--- src/design/frequency_table_header_parser_macros.svh ---
// ----------------------------------------------------------------------------
// Assertion macros for the frequency table header parser
// Shared property wrappers, clocked on clk and disabled while arst_n is low.
// ----------------------------------------------------------------------------
`ifndef FREQUENCY_TABLE_HEADER_PARSER_MACROS_SVH
`define FREQUENCY_TABLE_HEADER_PARSER_MACROS_SVH

// Same-cycle implication.
`define FTHP_ASSERT_NOW(lbl, ante, cons, msg) \
	lbl: assert property (@(posedge clk) disable iff (!arst_n) (ante) |-> (cons)) \
	else $error(msg);

// Next-cycle implication.
`define FTHP_ASSERT_NEXT(lbl, ante, cons, msg) \
	lbl: assert property (@(posedge clk) disable iff (!arst_n) (ante) |=> (cons)) \
	else $error(msg);

`endif

--- src/design/fthp_pkg.sv ---
// ----------------------------------------------------------------------------
// fthp_pkg
// Types, constants and helpers shared by the header parser modules.
// ----------------------------------------------------------------------------
package fthp_pkg;

	localparam logic [7:0] KEY_XOR      = 8'h80;
	localparam logic [8:0] LIST_ENTRIES = 9'd256;

	localparam logic [1:0] WSEL_ONE = 2'b00;
	localparam logic [1:0] WSEL_TWO = 2'b01;

	typedef struct packed {
		logic [7:0]  symbol;
		logic [31:0] weight;
		logic        entry_valid;
		logic        header_done;
		logic [10:0] header_bytes;
	} res_t;

	// Number of bytes per weight from flag bits 2:1.
	function automatic logic [2:0] value_bytes_of(input logic [1:0] wsel);
		logic [2:0] n;
		unique case (wsel)
			WSEL_ONE: n = 3'd1;
			WSEL_TWO: n = 3'd2;
			default:  n = 3'd4;
		endcase
		return n;
	endfunction

endpackage

--- src/design/fthp_byte_if.sv ---
// ----------------------------------------------------------------------------
// fthp_byte_if
// Valid/ready channel carrying one raw header byte per item.
// ----------------------------------------------------------------------------
interface fthp_byte_if;
	logic       valid;
	logic       ready;
	logic [7:0] data_byte;

	modport source (output valid, output data_byte, input ready);
	modport sink (input valid, input data_byte, output ready);
endinterface

--- src/design/fthp_entry_if.sv ---
// ----------------------------------------------------------------------------
// fthp_entry_if
// Valid/ready channel carrying one decoded table entry per item.
// ----------------------------------------------------------------------------
interface fthp_entry_if;
	logic        valid;
	logic        ready;
	logic [7:0]  symbol;
	logic [31:0] weight;
	logic        entry_valid;
	logic        header_done;
	logic [10:0] header_bytes;

	modport source (
		output valid, output symbol, output weight, output entry_valid,
		output header_done, output header_bytes, input ready
	);
	modport sink (
		input valid, input symbol, input weight, input entry_valid,
		input header_done, input header_bytes, output ready
	);
endinterface

--- src/design/fthp_in_reg.sv ---
// ----------------------------------------------------------------------------
// fthp_in_reg
// Input register stage holding one header byte for the parser.
// ----------------------------------------------------------------------------
module fthp_in_reg (
	input  logic       clk,
	input  logic       arst_n,
	input  logic       in_valid,
	input  logic [7:0] in_byte,
	output logic       in_ready,
	input  logic       advance,
	output logic       valid_s1,
	output logic [7:0] byte_s1
);

	assign in_ready = !valid_s1 || advance;

	always_ff @(posedge clk or negedge arst_n) begin
		if (!arst_n) begin
			valid_s1 <= 1'b0;
		end else if (in_valid && in_ready) begin
			valid_s1 <= 1'b1;
		end else if (advance) begin
			valid_s1 <= 1'b0;
		end
	end

	always_ff @(posedge clk) begin
		if (in_valid && in_ready) begin
			byte_s1 <= in_byte;
		end
	end

endmodule

--- src/design/fthp_parser.sv ---
// ----------------------------------------------------------------------------
// fthp_parser
// Header state machine: consumes one byte per step and forms the result.
// ----------------------------------------------------------------------------
`include "frequency_table_header_parser_macros.svh"

module fthp_parser (
	input  logic          clk,
	input  logic          arst_n,
	input  logic          order,
	input  logic          step,
	input  logic [7:0]    data_byte,
	output logic          res_valid,
	output fthp_pkg::res_t res
);

	localparam logic [1:0] PH_FLAG  = 2'd0;
	localparam logic [1:0] PH_COUNT = 2'd1;
	localparam logic [1:0] PH_KEY   = 2'd2;
	localparam logic [1:0] PH_VALUE = 2'd3;

	logic [1:0]  phase_q, phase_n;
	logic        list_q, list_n;
	logic [2:0]  vbytes_q, vbytes_n;
	logic [8:0]  left_q, left_n;
	logic [1:0]  biv_q, biv_n;
	logic [31:0] acc_q, acc_n;
	logic [7:0]  sym_q, sym_n;
	logic [10:0] bytes_q, bytes_n;

	logic [2:0]  count;
	logic [31:0] acc_shift;
	logic [10:0] bytes_inc;
	logic        done;

	always_comb begin
		count     = {1'b0, biv_q} + 3'd1;
		acc_shift = order ? (acc_q | ({24'b0, data_byte} << {biv_q, 3'b000}))
		                  : {acc_q[23:0], data_byte};
		bytes_inc = bytes_q + 11'd1;
		done      = (left_q == 9'd1);

		phase_n   = phase_q;
		list_n    = list_q;
		vbytes_n  = vbytes_q;
		left_n    = left_q;
		biv_n     = biv_q;
		acc_n     = acc_q;
		sym_n     = sym_q;
		bytes_n   = bytes_q;
		res_valid = 1'b0;
		res       = '0;

		unique case (phase_q)
			PH_FLAG: begin
				list_n   = data_byte[0];
				vbytes_n = fthp_pkg::value_bytes_of(data_byte[2:1]);
				bytes_n  = 11'd1;
				acc_n    = '0;
				biv_n    = '0;
				sym_n    = '0;
				if (data_byte[0]) begin
					left_n  = fthp_pkg::LIST_ENTRIES;
					phase_n = PH_VALUE;
				end else begin
					left_n  = '0;
					phase_n = PH_COUNT;
				end
			end
			PH_COUNT: begin
				bytes_n = bytes_inc;
				if (data_byte == 8'd0) begin
					phase_n          = PH_FLAG;
					res_valid        = 1'b1;
					res.header_done  = 1'b1;
					res.header_bytes = bytes_inc;
				end else begin
					left_n  = {1'b0, data_byte};
					phase_n = PH_KEY;
				end
			end
			PH_KEY: begin
				bytes_n = bytes_inc;
				sym_n   = data_byte ^ fthp_pkg::KEY_XOR;
				acc_n   = '0;
				biv_n   = '0;
				phase_n = PH_VALUE;
			end
			PH_VALUE: begin
				bytes_n = bytes_inc;
				if (count < vbytes_q) begin
					acc_n = acc_shift;
					biv_n = count[1:0];
				end else begin
					acc_n            = '0;
					biv_n            = '0;
					left_n           = left_q - 9'd1;
					sym_n            = list_q ? sym_q + 8'd1 : sym_q;
					phase_n          = done ? PH_FLAG : (list_q ? PH_VALUE : PH_KEY);
					res_valid        = 1'b1;
					res.symbol       = sym_q;
					res.weight       = acc_shift;
					res.entry_valid  = 1'b1;
					res.header_done  = done;
					res.header_bytes = done ? bytes_inc : 11'd0;
				end
			end
			default: begin
				phase_n = PH_FLAG;
			end
		endcase
	end

	always_ff @(posedge clk or negedge arst_n) begin
		if (!arst_n) begin
			phase_q  <= PH_FLAG;
			list_q   <= 1'b0;
			vbytes_q <= 3'd1;
			left_q   <= '0;
			biv_q    <= '0;
			acc_q    <= '0;
			sym_q    <= '0;
			bytes_q  <= '0;
		end else if (step) begin
			phase_q  <= phase_n;
			list_q   <= list_n;
			vbytes_q <= vbytes_n;
			left_q   <= left_n;
			biv_q    <= biv_n;
			acc_q    <= acc_n;
			sym_q    <= sym_n;
			bytes_q  <= bytes_n;
		end
	end

	`FTHP_ASSERT_NEXT(a_done_returns_to_flag, step && res_valid && res.header_done,
		phase_q == PH_FLAG, "header end did not return to flag phase")
	`FTHP_ASSERT_NOW(a_empty_only_at_end, res_valid && !res.entry_valid,
		res.header_done, "entry-less result that does not end the header")
	`FTHP_ASSERT_NOW(a_byte_index_in_range, phase_q == PH_VALUE,
		{1'b0, biv_q} < vbytes_q, "weight byte index beyond weight width")

endmodule

--- src/design/fthp_out_reg.sv ---
// ----------------------------------------------------------------------------
// fthp_out_reg
// Result register that holds a finished item until the receiver takes it.
// ----------------------------------------------------------------------------
module fthp_out_reg (
	input  logic           clk,
	input  logic           arst_n,
	input  logic           load,
	input  fthp_pkg::res_t res_in,
	input  logic           out_ready,
	output logic           out_valid,
	output fthp_pkg::res_t res_q
);

	always_ff @(posedge clk or negedge arst_n) begin
		if (!arst_n) begin
			out_valid <= 1'b0;
		end else if (load) begin
			out_valid <= 1'b1;
		end else if (out_ready) begin
			out_valid <= 1'b0;
		end
	end

	always_ff @(posedge clk) begin
		if (load) begin
			res_q <= res_in;
		end
	end

endmodule

--- src/design/frequency_table_header_parser.sv ---
// ----------------------------------------------------------------------------
// frequency_table_header_parser
// Decodes a frequency table header byte by byte into symbol/weight items.
// ----------------------------------------------------------------------------
// The stream channel takes one header byte per item; the entries channel
// gives one item per decoded table entry, and one entry-less item with
// header_done set for an empty dictionary. The item that ends a header
// carries header_done and the header length in bytes, flag byte included.
// cfg_we/cfg_wdata write weight_byte_order (0: most significant byte first,
// 1: least significant byte first); it should only change while idle.
// A byte sits in the input register and is parsed into the result register
// once the result register is empty or being drained, and the result is
// offered to the receiver from there. The state update lets one byte be
// taken every cycle, sustained while the receiver keeps entries.ready high.
// When the receiver stalls, the result register holds its item; the input
// register takes at most one more byte, after which stream.ready falls.
// Bytes that complete no entry pass through without waiting on the receiver
// only when the result register is free to move.
// Reset returns the parser to waiting for a flag byte, empties both
// registers and sets the byte order to most significant byte first.
// ----------------------------------------------------------------------------
module frequency_table_header_parser (
	input  logic         clk,
	input  logic         arst_n,
	input  logic         cfg_we,
	input  logic         cfg_wdata,
	fthp_byte_if.sink    stream,
	fthp_entry_if.source entries
);

	logic           order_q;
	logic           valid_s1;
	logic [7:0]     byte_s1;
	logic           advance;
	logic           step;
	logic           res_valid;
	fthp_pkg::res_t res;
	fthp_pkg::res_t res_q;

	// The byte order register; the user must write it only between headers, as the block does not enforce it.
	always_ff @(posedge clk or negedge arst_n) begin
		if (!arst_n) begin
			order_q <= 1'b0;
		end else if (cfg_we) begin
			order_q <= cfg_wdata;
		end
	end

	// The parser may move whenever the result register is empty or being
	// drained this cycle.
	assign advance = !entries.valid || entries.ready;
	assign step    = valid_s1 && advance;

	fthp_in_reg u_in_reg (
		.clk      (clk),
		.arst_n   (arst_n),
		.in_valid (stream.valid),
		.in_byte  (stream.data_byte),
		.in_ready (stream.ready),
		.advance  (advance),
		.valid_s1 (valid_s1),
		.byte_s1  (byte_s1)
	);

	fthp_parser u_parser (
		.clk       (clk),
		.arst_n    (arst_n),
		.order     (order_q),
		.step      (step),
		.data_byte (byte_s1),
		.res_valid (res_valid),
		.res       (res)
	);

	fthp_out_reg u_out_reg (
		.clk       (clk),
		.arst_n    (arst_n),
		.load      (step && res_valid),
		.res_in    (res),
		.out_ready (entries.ready),
		.out_valid (entries.valid),
		.res_q     (res_q)
	);

	assign entries.symbol       = res_q.symbol;
	assign entries.weight       = res_q.weight;
	assign entries.entry_valid  = res_q.entry_valid;
	assign entries.header_done  = res_q.header_done;
	assign entries.header_bytes = res_q.header_bytes;

endmodule
--- src/flat_wrapper.sv ---
// flat-port wrapper written by rule: the top's interface ports become plain ports
module frequency_table_header_parser_flat 
  (clk, arst_n, cfg_we, cfg_wdata, stream_valid, stream_data_byte, stream_ready, entries_valid, entries_symbol, entries_weight, entries_entry_valid, entries_header_done, entries_header_bytes, entries_ready);
  fthp_byte_if stream_i ();
  fthp_entry_if entries_i ();
  input  logic clk;
  input  logic arst_n;
  input  logic cfg_we;
  input  logic cfg_wdata;
  input wire logic [$bits(stream_i.valid)-1:0] stream_valid;
  input wire logic [$bits(stream_i.data_byte)-1:0] stream_data_byte;
  output wire logic [$bits(stream_i.ready)-1:0] stream_ready;
  output wire logic [$bits(entries_i.valid)-1:0] entries_valid;
  output wire logic [$bits(entries_i.symbol)-1:0] entries_symbol;
  output wire logic [$bits(entries_i.weight)-1:0] entries_weight;
  output wire logic [$bits(entries_i.entry_valid)-1:0] entries_entry_valid;
  output wire logic [$bits(entries_i.header_done)-1:0] entries_header_done;
  output wire logic [$bits(entries_i.header_bytes)-1:0] entries_header_bytes;
  input wire logic [$bits(entries_i.ready)-1:0] entries_ready;
  assign stream_i.valid = stream_valid;
  assign stream_i.data_byte = stream_data_byte;
  assign stream_ready = stream_i.ready;
  assign entries_valid = entries_i.valid;
  assign entries_symbol = entries_i.symbol;
  assign entries_weight = entries_i.weight;
  assign entries_entry_valid = entries_i.entry_valid;
  assign entries_header_done = entries_i.header_done;
  assign entries_header_bytes = entries_i.header_bytes;
  assign entries_i.ready = entries_ready;
  frequency_table_header_parser u_core (.clk(clk), .arst_n(arst_n), .cfg_we(cfg_we), .cfg_wdata(cfg_wdata), .stream(stream_i), .entries(entries_i));
endmodule
--- config.mk ---
export PLATFORM = sky130hd
export DESIGN_NAME = frequency_table_header_parser_flat
export DESIGN_NICKNAME = d
export VERILOG_FILES = /design/src/design/fthp_pkg.sv /design/src/design/fthp_byte_if.sv /design/src/design/fthp_entry_if.sv /design/src/design/fthp_in_reg.sv /design/src/design/fthp_parser.sv /design/src/design/fthp_out_reg.sv /design/src/design/frequency_table_header_parser.sv /design/src/flat_wrapper.sv
export VERILOG_INCLUDE_DIRS = /design/src /design/src/design
export SDC_FILE = /design/constraint.sdc
export NUM_CORES = 1
export LEC_CHECK = 0
export ABC_AREA = 1
export BUFFER_PORTS_ARGS = -buffer_cell sky130_fd_sc_hd__clkbuf_2
export CORE_MARGIN = 5
export CORE_UTILIZATION = 60
export CTS_CLUSTER_DIAMETER = 30
export DETAILED_ROUTE_END_ITERATION = 10
export PLACE_DENSITY = 0.91
export SLEW_MARGIN = 20
export SYNTH_ARGS = -nofsm -noshare
export SYNTH_HDL_FRONTEND = slang
export SYNTH_SLANG_ARGS = --single-unit
--- constraint.sdc ---
create_clock -name clk -period 7.1 [get_ports clk]
set_input_delay 0.355 -clock clk [delete_from_list [all_inputs] [get_ports clk]]
set_output_delay 0.355 -clock clk [all_outputs]
set_load 0.02 [all_outputs]
**After elaboration in Yosys (flattened, before gate mapping)**

Cells that the tools add are included.
Widths: inputs -> output; s select.

- Add/subtract/negate cells: 4
- $lt $le $gt $ge: 1
- Equality and inequality tests: 8
- Shifts and indexed selects: 1
- Mux-type cells: 31
- Bitwise logic cells: 3
- Reduce and logical (&&, ||, !) cells: 23

Operators by type and width:

| kind | number |
|---|---|
| $mux 32 | 2 |
| $pmux 32 s2 | 1 |
| $or 32x32->32 | 1 |
| $shl 8x5->32 | 1 |
| $mux 9 | 3 |
| $pmux 9 s3 | 1 |
| $pmux 12 s2 | 1 |
| $pmux 8 s3 | 1 |
| $pmux 11 s2 | 1 |
| $mux 8 | 2 |
| $mux 13 | 1 |
| $mux 12 | 1 |
| $add 11x1->11 const B | 1 |
| $mux 11 | 1 |
| $mux 2 | 5 |
| $eq 9x1->1 const B | 1 |
| $sub 9x1->9 const B | 1 |
| $add 8x1->8 const B | 1 |
| $logic_not 8->1 | 1 |
| $pmux 2 s4 | 1 |
| $reduce_and 4->1 | 2 |
| $mux 1 | 7 |
| $ne 2x2->1 const B | 3 |
| $pmux 3 s2 | 1 |
| 16 further kinds | 30 |

- Register bits: 132
- Output and inout bits: 55
- Logic and storage cells: 88

**Depth between registers and ports, before layout**

Gate-level depths: netlist of the first run.

- Depth in word-level cells: 6
- Gate-level depth with buffers: 9

**By module**

Synthesis of the first run repeated with hierarchy kept, for this count alone.

- Cell total of the unflattened synthesis: 695
- Area, all modules: 6286.0 sq um

Modules (own cells, without submodules):

| module | times used | cells an instance | area an instance (sq um) |
|---|---|---|---|
| fthp_parser | 1 | 613 | 4301.6 |
| fthp_out_reg | 1 | 58 | 1631.6 |
| fthp_in_reg | 1 | 14 | 285.3 |
| frequency_table_header_parser | 1 | 10 | 67.6 |

**Least setup slack after synthesis of the first run**

Ideal clock, no wire load.

- Kind: register -> register
- From: register u_core.u_parser.biv_q[0]
- To: register u_core.u_out_reg.res_q[0] (netlist name)
- Arrival time: 3639 ps
- Required time: 6635 ps
- Slack: 2996 ps
- Stages on the path, launching flop included: 9
- Clock period less this slack: 4104 ps
- Path through: dfrtp_1 -> ha_1 -> ha_1 -> nand3_2 -> nand2_1 -> nand2_4 -> nand2_1 -> inv_1 -> nor2_1

- Cells in the longest elaborated chain, start to end: 5

Ends and longest elaborated chain:

| what | RTL line | text |
|---|---|---|
| from (decl) | fthp_parser.sv:26 | `logic [1:0] biv_q, biv_n;` |
| from (signal assigned) | fthp_parser.sv:129 | `biv_q <= biv_n;` |
| $add 2x1->3 | fthp_parser.sv:37 | `count = {1'b0, biv_q} + 3'd1;` |
| $lt 3x3->1 | fthp_parser.sv:91 | `if (count < vbytes_q) begin` |
| $mux 1 | fthp_parser.sv:91 |  |
| $pmux 1 s2 | fthp_parser.sv:54 | `unique case (phase_q)` |
| $logic_and 1x1->1 | frequency_table_header_parser.sv:78 | `.load (step && res_valid),` |
| via u_core.u_out_reg.load | fthp_out_reg.sv:8 | `input logic load,` |

The timed path passes the listed nets, and every way through them passes these cells.
A chain may end at the register's enable or synchronous reset.

**Worst setup path in the final report of the first run**

- From: register u_core.u_parser.biv_q[0]
- To: register u_core.u_out_reg.res_q[47] (netlist name)

- Cells in the longest elaborated chain, start to end: 5

Ends and longest elaborated chain:

| what | RTL line |
|---|---|
| $add 2x1->3 | fthp_parser.sv:37 |
| $lt 3x3->1 | fthp_parser.sv:91 |
| $mux 1 | fthp_parser.sv:91 |
| $pmux 1 s2 | fthp_parser.sv:54 |
| $logic_and 1x1->1 | frequency_table_header_parser.sv:78 |
| via u_core.u_out_reg.load | fthp_out_reg.sv:8 |

The timed path passes the listed nets, and every way through them passes these cells.

==> metrics, run 1 <==
status=finished clean; cell taking the most area after synthesis=edfxtp_1; CP Launch Point=u_core.u_parser.biv_q[0]$_DFFE_PN0P_; total power=3.35 mW; worst hold stages=1; CTS sink cnt=about 130; Hold Vio Cnt, Final=0; Area Overhead vs Synth=15.7%; crit path DAT=approximately 3.7 ns; first-pass GRT wire length=roughly 26000 microns; H-tree depth=4; core box area=approximately 10000 sq um; Tcrit/Tclk final=50.1%; CTS max path bufs=2; antenna cells=0; placer congestion estimate=0.900; CP Launch Type=flop; placed insts=roughly 860; Crit. End Element=flop; max incr delay on CP=between 0.7 and 0.8 ns; YS warnings=0; vias=between 5000 and 6000; Pre-Repair DR Iteration Count=6; Crit Path Class=reg -> reg; sequential area share after synthesis=a little under three fifths; IO Pins=69; largest net degree at the start of global routing=72; number of global-route vias before repair=5377; CTS Buf Count=17; fillers=693; GRT Overall Usage=26.1%; global route overflow=0; Peak Freq=281 MHz; worst slew pin tran=0.939 ns; mean area per synthesized cell=9.24 sq um; CTS tree=done; Starting DRT DRC Count=1046; share of the synthesized area in the top cell type=slightly below 30%; DRT Wirelength=16200 microns; Non-Filler Instances=900; Initial Util=between 60% and 70%; Post-synth top cells=nand2_1 (112), nand3_1 (93), inv_1 (83); routed len/inst=between 15 and 20 microns; # setup viols final=0; utilization after layout=between 70% and 80%; FF-to-FF Start=u_core.u_parser.biv_q[0]$_DFFE_PN0P_; Post-DRT Antenna Nets=0; number of synthesized flops with an enable pin=61; Mapped Cells=about 700; Synth Flop Type=dfrtp_1; Post-Syn Area=about 6300 sq um; CTS root buffer=clkbuf_8; Final Skew=0.00628 ns; Die Ht=113 microns; worst path required time=~7.3 ns; layout cells sized above 1=18.5%; clock latency on the worst-skew pair=0.52 ns; Setup TNS=0 ns; pwr dens=456 nW/um^2; number of vias per cell=6.07; Net Count, Synth=708; Port Buffers=68; RSZ-0062 raised after global routing=false; number of distinct library cells after synthesis=40; initial antenna violation count=0; die area=~13000 sq um; HP Start=stream_data_byte[7]; crit path time final=roughly 3.6 ns; Worst slew margin=around 37%; Post-DP HPWL=between 10000 and 15000 microns; count leader, synth=nand2_1; async set or reset register ratio after synthesis=~54%; Rows=37; Max rail drop VDD=0.210 mV; Post-CTS Setup Repair Bufs=0; DR DRC count=0; NumNets Final=772; Leakage Power=around 3.2 nW; FF+latch count, synth=~130; Reg2Reg Depth=9; Slowest-stage cell, CP=dfrtp_1; Hold WC Path Type=in -> reg; Area contributors post-synth=edfxtp_1 (29%), dfrtp_1 (28%), nand3_1 (7.3%); max cap viols=0; Worst-path clk slew=0.06 ns; Max Fanout on Critical Path=43; crit-path cells=ha_1 -> ha_1 -> nand3_2 -> nand2_1 -> nand2_4 -> nand2_1 -> inv_1 -> nor2_4 -> buf_4; Die X=around 110 microns; pins over their slew limit=0; Min Hold Slack=0.0143 ns
## cells in the final DEF, fill, tap and decap left out, types with 2 or more instances in the layout
cell type      count
or2_2              2
o21ai_2            3
nor3_1             3
inv_2              4
o21ai_0           60
clkinvlp_4         2
nor2_2            13
nand2_1          112
o22ai_1           44
o21ai_1            3
clkbuf_1           3
clkbuf_16         16
nor2_1            62
dfrtp_1           70
nand2_2            3
nand3_1           93
nand2_4            5
nand4_1            8
bufinv_16          3
clkinv_2           6
ha_1               7
clkbuf_8           2
xor2_1             2
clkbuf_2          67
nor2_4             3
inv_1             83
dlygate4sd3_1      5
buf_4              3
edfxtp_1          61
## worst max-delay path, delay by kind of cell, from the launching register on
family	cells	cell delay, ns
AND/OR/NAND/NOR	5	1.07
buffers and inverters	2	0.62
adder cells (fa/ha/maj)	2	0.68
flip-flops	1	0.77
## worst paths after layout
| check | to | slack [ns] |
|---|---|---|
| worst max-delay path | u_core.u_out_reg.res_q[47]$_SDFFCE_PP0P_ | 3.54 |
| worst min register to register | u_core.u_parser.vbytes_q[0]$_DFFE_PN1P_ | 0.48 |
| worst min-delay path | u_core.u_in_reg.byte_s1[7]$_DFFE_PP_ | 0.01 |
| worst max register to register | u_core.u_out_reg.res_q[47]$_SDFFCE_PP0P_ | 3.54 |
| max in group asynchronous | u_core.u_parser.acc_q[25]$_DFFE_PN0P_ | 6.43 |
| min in group asynchronous | u_core.u_parser.left_q[6]$_DFFE_PN0P_ | 0.05 |
## logic make-up after synthesis
kind of cell | Yosys count | share of synthesized area (%)
XOR/XNOR | 3 | 0.414
AND/OR/NAND/NOR | 309 | 22.9
AO/OA/AOI/OAI | 115 | 10.3
adder cells (fa/ha/maj) | 7 | 1.38
flip-flops | 132 | 56.9
buffers and inverters | 120 | 8.00
multiplexers | 1 | 0.177
## state kept, by name, summed over array words and instances, names as in the netlist
register / count
u_core.u_out_reg.out_valid: 1
u_core.u_parser.phase_q: 2
u_core.u_parser.list_q: 1
u_core.u_in_reg.valid_s1: 1
u_core.u_out_reg.res_q: 53
u_core.u_parser.biv_q: 2
u_core.u_parser.vbytes_q: 3
u_core.u_parser.bytes_q: 11
u_core.u_in_reg.byte_s1: 8
u_core.u_parser.sym_q: 8
u_core.order_q: 1
u_core.u_parser.acc_q: 32
u_core.u_parser.left_q: 9
## cell type report
type	count	area (sq um)	share of cell area [%]
Clock buffer	21	439	5.98
Sequential cell	132	3610	49.2
Clock inverter	11	135	1.84
Timing Repair Buffer	76	413	5.62
Inverter	89	339	4.62
Multi-Input combinational cell	435	2240	30.5
Tap cell	136	170	2.32
## metrics by stage
step | setup slack, ns | instance area (sq um)
2_1_floorplan | 3.00 | 6350
3_3_place_gp | 3.86 | 6720
3_5_place_dp | 3.63 | 6720
4_1_cts | 3.59 | 7320
5_1_grt | 3.38 | 7340
6_report | 3.54 | 7340
## per-layer routing
layer	part of all wire (%)	global-route usage, %
met1	37	33.6
met2	49	41.8
met3	11	6.79
met4	3.5	11.4
met5	0	0
## where the power goes
group | switching [mW] | leakage (nW) | total [mW] | internal, mW
sequential | 0.198 | 1.51 | 1.27 | 1.08
combinational | 0.860 | 1.45 | 1.23 | 0.367
clock | 0.312 | 0.281 | 0.852 | 0.540
total | 1.37 | 3.24 | 3.35 | 1.98
## what timing repair did
action | 4_1_cts | 5_1_grt
gates resized for setup | 0 | 0
hold buffers | 3 | 2
endpoints found under the hold margin | 3 | 2
Power figures use the tool's default switching activity.
==> run 2, diff against run 1 <==
Settings changed: CORE_UTILIZATION 60 to 59, PLACE_DENSITY 0.91 to 0.9.
Clock period 7.1 ns to 3.7 ns, I/O delays scaled along.
==> metrics, run 2 (same netlist as run 1, synthesis figures left out) <==
status=finished clean; total power=roughly 6.3 mW; Worst-path clk slew=roughly 0.050 ns; Min Hold Slack=~0.03 ns; Final Skew=0.0111 ns; Combinational Power Share=36.5%; CP Launch Type=flop; max cap viols=0; biggest regs=u_core.u_out_reg.res_q: 53 flops, u_core.u_parser.acc_q: 32 flops, u_core.u_parser.bytes_q: 11 flops; clock latency on the worst-skew pair=0.53 ns; crit-path cells=ha_1 -> ha_1 -> nand3_2 -> nand2_1 -> nand2_4 -> nand2_1 -> inv_1 -> nor2_4 -> buf_4; Switching Share=roughly 40%; largest net degree at the start of global routing=47; Crit Path Class=reg -> reg; max incr delay on CP=0.80 ns; DP Worst Slack=0.571 ns; Slowest-stage cell, CP=dfrtp_1; fillers=704; GRT Overall Usage=between 20% and 30%; pins over their slew limit=0; DR DRC count=0; max reg flops=53; Max Fanout on Critical Path=43; IO Pins=69; Post-CTS Hold Buffers=12; first-pass GRT wire length=25600 microns; global route overflow=0; CTS Buf Count=17; DRT Wirelength=15500 microns; CTS max path bufs=2; Port Buffers=68; Max rail drop VDD=approximately 0.57 mV; Rows=37; worst slew pin tran=slightly above 0.8 ns; vias=5361; Hold Vio Cnt, Final=0; Post-DP HPWL=around 10000 microns; crit path time final=between 3 and 4 ns; CTS tree=done; Seq pwr share=38.4%; number of global-route vias before repair=5299; setup ws final=0.499 ns; Top reg by flops=u_core.u_out_reg.res_q; placed instance area=6730 sq um; Tcrit/Tclk final=between 80% and 90%; most common cell after layout, fill and taps aside=nand2_1; crit path DAT=3.36 ns; switching power=2.56 mW; post-layout instance area=about 7400 sq um; H-tree depth=4; Leakage Power=3.26 nW; Crit. End Element=flop; pwr dens=857 nW/um^2; Area Overhead vs Synth=16.7%; Non-Filler Instances=908; layout cells sized above 1=17.7%; RSZ-0062 raised after global routing=false; Post-CTS Setup Repair Bufs=0; CTS root buffer=clkbuf_8; worst path required time=about 3.9 ns; Die X=114 microns; Worst slew margin=46.1%; placer congestion estimate=~0.94; utilization after layout=around 70%; Die Ht=114 microns; Initial Util=between 60% and 70%; die area=12900 sq um; Post-DRT Antenna Nets=0; initial antenna violation count=0; # setup viols final=0; Pre-Repair DR Iteration Count=5; Clock power frac=25.1%; NumNets Final=780; number of vias per cell=5.90; CTS resizes=0; Setup TNS=0 ns; Cell Int Power=3.79 mW; commonest non-fill, non-tap cells in the layout=nand2_1 (112), nand3_1 (93), inv_1 (83), dfrtp_1 (70), clkbuf_2 (67); core box area=between 10000 and 15000 sq um; Peak Freq=around 310 MHz; placed insts=approximately 860; antenna cells=0; routed len/inst=approximately 17 microns; CTS sink cnt=approximately 130; Hold WC Path Type=in -> reg; Starting DRT DRC Count=724
==> run 2: power groups by stage <==
stage	sequential (mW)	clock [mW]	combinational [mW]
floorplan	2.47	0	1.66
global placement	2.40	0	2.12
detailed placement	2.44	0	2.24
CTS	2.42	1.59	2.29
global route	2.49	1.67	2.59
finish	2.44	1.59	2.31
==> run 2: layer usage <==
layer / global-route usage [%] / up-vias / wire length [microns]
li1: - / 2458 / -
met1: 31.6 / 2537 / 6050
met2: 40.4 / 308 / 7500
met3: 7.16 / 58 / 1380
met4: 11.5 / 0 / 527
met5: 0 / - / 0
==> run 2: layout make-up <==
class                      instances  area [sq um]  area share, %
clock buffer                      27           482           6.50
clock inverter                     5          75.1           1.01
inverter                          89           339           4.58
multi-input combinational        435          2240           30.2
sequential                       132          3610           48.7
tap                              136           170           2.30
timing repair buffer              84           493           6.66
==> run 2: path summary, 6_finish.rpt <==
path                                                         start                                       end  slack, ns  cells after the start
max                           u_core.u_parser.biv_q[0]$_DFFE_PN0P_  u_core.u_out_reg.res_q[39]$_SDFFCE_PP0P_       0.50                      9
min                                                   stream_valid      u_core.u_in_reg.valid_s1$_DFFE_PN0P_       0.03                      3
max reg2reg                   u_core.u_parser.biv_q[0]$_DFFE_PN0P_  u_core.u_out_reg.res_q[39]$_SDFFCE_PP0P_       0.50                      9
min reg2reg                u_core.u_parser.vbytes_q[0]$_DFFE_PN1P_   u_core.u_parser.vbytes_q[0]$_DFFE_PN1P_       0.49                      2
max in group asynchronous                                   arst_n     u_core.u_parser.acc_q[25]$_DFFE_PN0P_       2.68                      3
min in group asynchronous                                   arst_n      u_core.u_parser.sym_q[6]$_DFFE_PN0P_       0.22                      2
==> run 2: worst max-delay path, delay by kind of cell, from the launching register on <==
family	cells	cell delay [ns]
DFF	1	0.80
and+or+nand+nor	5	0.80
adders and majority gates	2	0.67
buffers and inverters	2	0.54
==> run 3, diff against run 2 <==
Settings changed: GPL_TIMING_DRIVEN from default to 0.
Clock period 3.7 ns to 3.02 ns, I/O delays scaled along.
==> metrics, run 3 (same netlist as run 1, synthesis figures left out) <==
die area=12900 sq um; initial antenna violation count=0; switching power=roughly 3.3 mW; first-pass GRT wire length=27200 microns; vias=5684; Worst-path clk slew=0.06 ns; clock latency on the worst-skew pair=around 0.53 ns; Crit. End Element=flop; Max Fanout on Critical Path=27; total power=between 8 and 9 mW; placed instance area=~6900 sq um; Seq pwr share=35.6%; IO Pins=69; fillers=roughly 670; NumNets Final=811; pins over their slew limit=0; pwr dens=approximately 1100 nW/um^2; Crit Path Class=reg -> reg; Max rail drop VDD=approximately 0.58 mV; crit path DAT=about 2.8 ns; Peak Freq=390 MHz; Leakage Power=3.41 nW; Switching Share=between 40% and 50%; CTS max path bufs=2; Cell Int Power=about 4.9 mW; antenna cells=0; # setup viols final=0; Die X=114 microns; routed len/inst=between 15 and 20 microns; Pre-Repair DR Iteration Count=8; most common cell after layout, fill and taps aside=nand2_1; commonest non-fill, non-tap cells in the layout=nand2_1 (112), nand3_1 (93), inv_1 (83), dfrtp_1 (70), clkbuf_2 (67); worst path required time=approximately 3.2 ns; CTS Buf Count=17; layout cells sized above 1=20.9%; Tcrit/Tclk final=around 85%; Rows=37; placer congestion estimate=0.944; Post-DRT Antenna Nets=0; number of vias per cell=6.05; Post-DP HPWL=10700 microns; CTS root buffer=clkbuf_8; post-layout instance area=7670 sq um; RSZ-0062 raised after global routing=false; Initial Util=60.9%; GRT Overall Usage=a little over a quarter; CP Launch Type=flop; global route overflow=0; Die Ht=approximately 110 microns; Hold Vio Cnt, Final=0; Port Buffers=68; CTS resizes=0; Top reg by flops=u_core.u_out_reg.res_q; DR DRC count=0; DRT Wirelength=16600 microns; crit path time final=roughly 2.6 ns; CTS tree=done; Starting DRT DRC Count=640; Worst slew margin=around 61%; largest net degree at the start of global routing=41; core box area=10400 sq um; H-tree depth=4; max reg flops=53; Combinational Power Share=38.5%; Hold WC Path Type=in -> async; biggest regs=u_core.u_out_reg.res_q: 53 flops, u_core.u_parser.acc_q: 32 flops, u_core.u_parser.bytes_q: 11 flops; worst slew pin tran=around 0.6 ns; Final Skew=roughly 0.0084 ns; Area Overhead vs Synth=20.9%; Clock power frac=between 20% and 30%; status=finished clean; number of global-route vias before repair=5637; CTS sink cnt=132; max cap viols=0
[run 3: through the flow]
step                      cells  hold WS [ns]  utilization (%)  setup TNS, ns  setup WS (ns)
after floorplan             687        -0.145                -              0          0.417
after global placement      891         0.328             65.9         -0.637        -0.0165
after detailed placement    894         0.204             66.5              0          0.514
after CTS                   939         0.203             73.7              0          0.448
after global routing        939         0.253             73.7              0          0.348
final                       939         0.197             73.7              0          0.454
[run 3: final cells by class]
cell class / count / area, sq um / area share (%)
buffer: 31 / 169 / 2.20
clock buffer: 20 / 435 / 5.67
clock inverter: 12 / 179 / 2.33
inverter: 89 / 339 / 4.42
multi-input combinational: 435 / 2240 / 29.1
sequential: 132 / 3610 / 47.0
tap: 136 / 170 / 2.22
timing repair buffer: 84 / 536 / 6.98
[run 3: power groups by stage]
stage	clock network, mW	logic [mW]	registers (mW)
after global placement	0	2.82	2.89
after CTS	2.13	3.10	2.89
after global routing	2.23	3.46	2.97
after floorplan	0	2.04	3.02
final	2.13	3.16	2.92
after detailed placement	0	3.01	2.91
[run 3: layer usage]
metal / track usage [%] / up-vias / wire, microns
met4: 13.1 / 0 / 574
met3: 7.06 / 76 / 1690
met2: 44.1 / 413 / 8090
li1: - / 2535 / -
met1: 32.8 / 2660 / 6290
met5: 0 / - / 0
[run 3: worst paths after layout]
| kind | startpoint | endpoint | slack, ns | cells past startpoint |
|---|---|---|---|---|
| worst max-delay path | u_core.u_parser.biv_q[0]$_DFFE_PN0P_ | u_core.u_out_reg.res_q[27]$_SDFFCE_PP0P_ | 0.45 | 9 |
| worst min-delay path | arst_n | u_core.u_parser.left_q[0]$_DFFE_PN0P_ | 0.20 | 2 |
| worst max register to register | u_core.u_parser.biv_q[0]$_DFFE_PN0P_ | u_core.u_out_reg.res_q[27]$_SDFFCE_PP0P_ | 0.45 | 9 |
| worst min register to register | u_core.u_parser.vbytes_q[0]$_DFFE_PN1P_ | u_core.u_parser.vbytes_q[0]$_DFFE_PN1P_ | 0.49 | 2 |
| max in group asynchronous | arst_n | u_core.u_parser.acc_q[26]$_DFFE_PN0P_ | 2.22 | 3 |
| min in group clk | stream_data_byte[2] | u_core.u_in_reg.byte_s1[2]$_DFFE_PP_ | 0.34 | 2 |
[run 3: timing repair]
action	4_1_cts	5_1_grt
hold buffers	13	0
buffers inserted	0	0
hold endpoints to repair	49	0
[run 3: worst max-delay path, cell delays in order, from the launching register on]
cell	delay [ns]
dfrtp_1	0.39
ha_1	0.34
ha_1	0.32
nand3_2	0.15
nand2_1	0.15
nand2_4	0.10
nand2_1	0.08
inv_1	0.08
nor2_4	0.39
buf_16	0.24
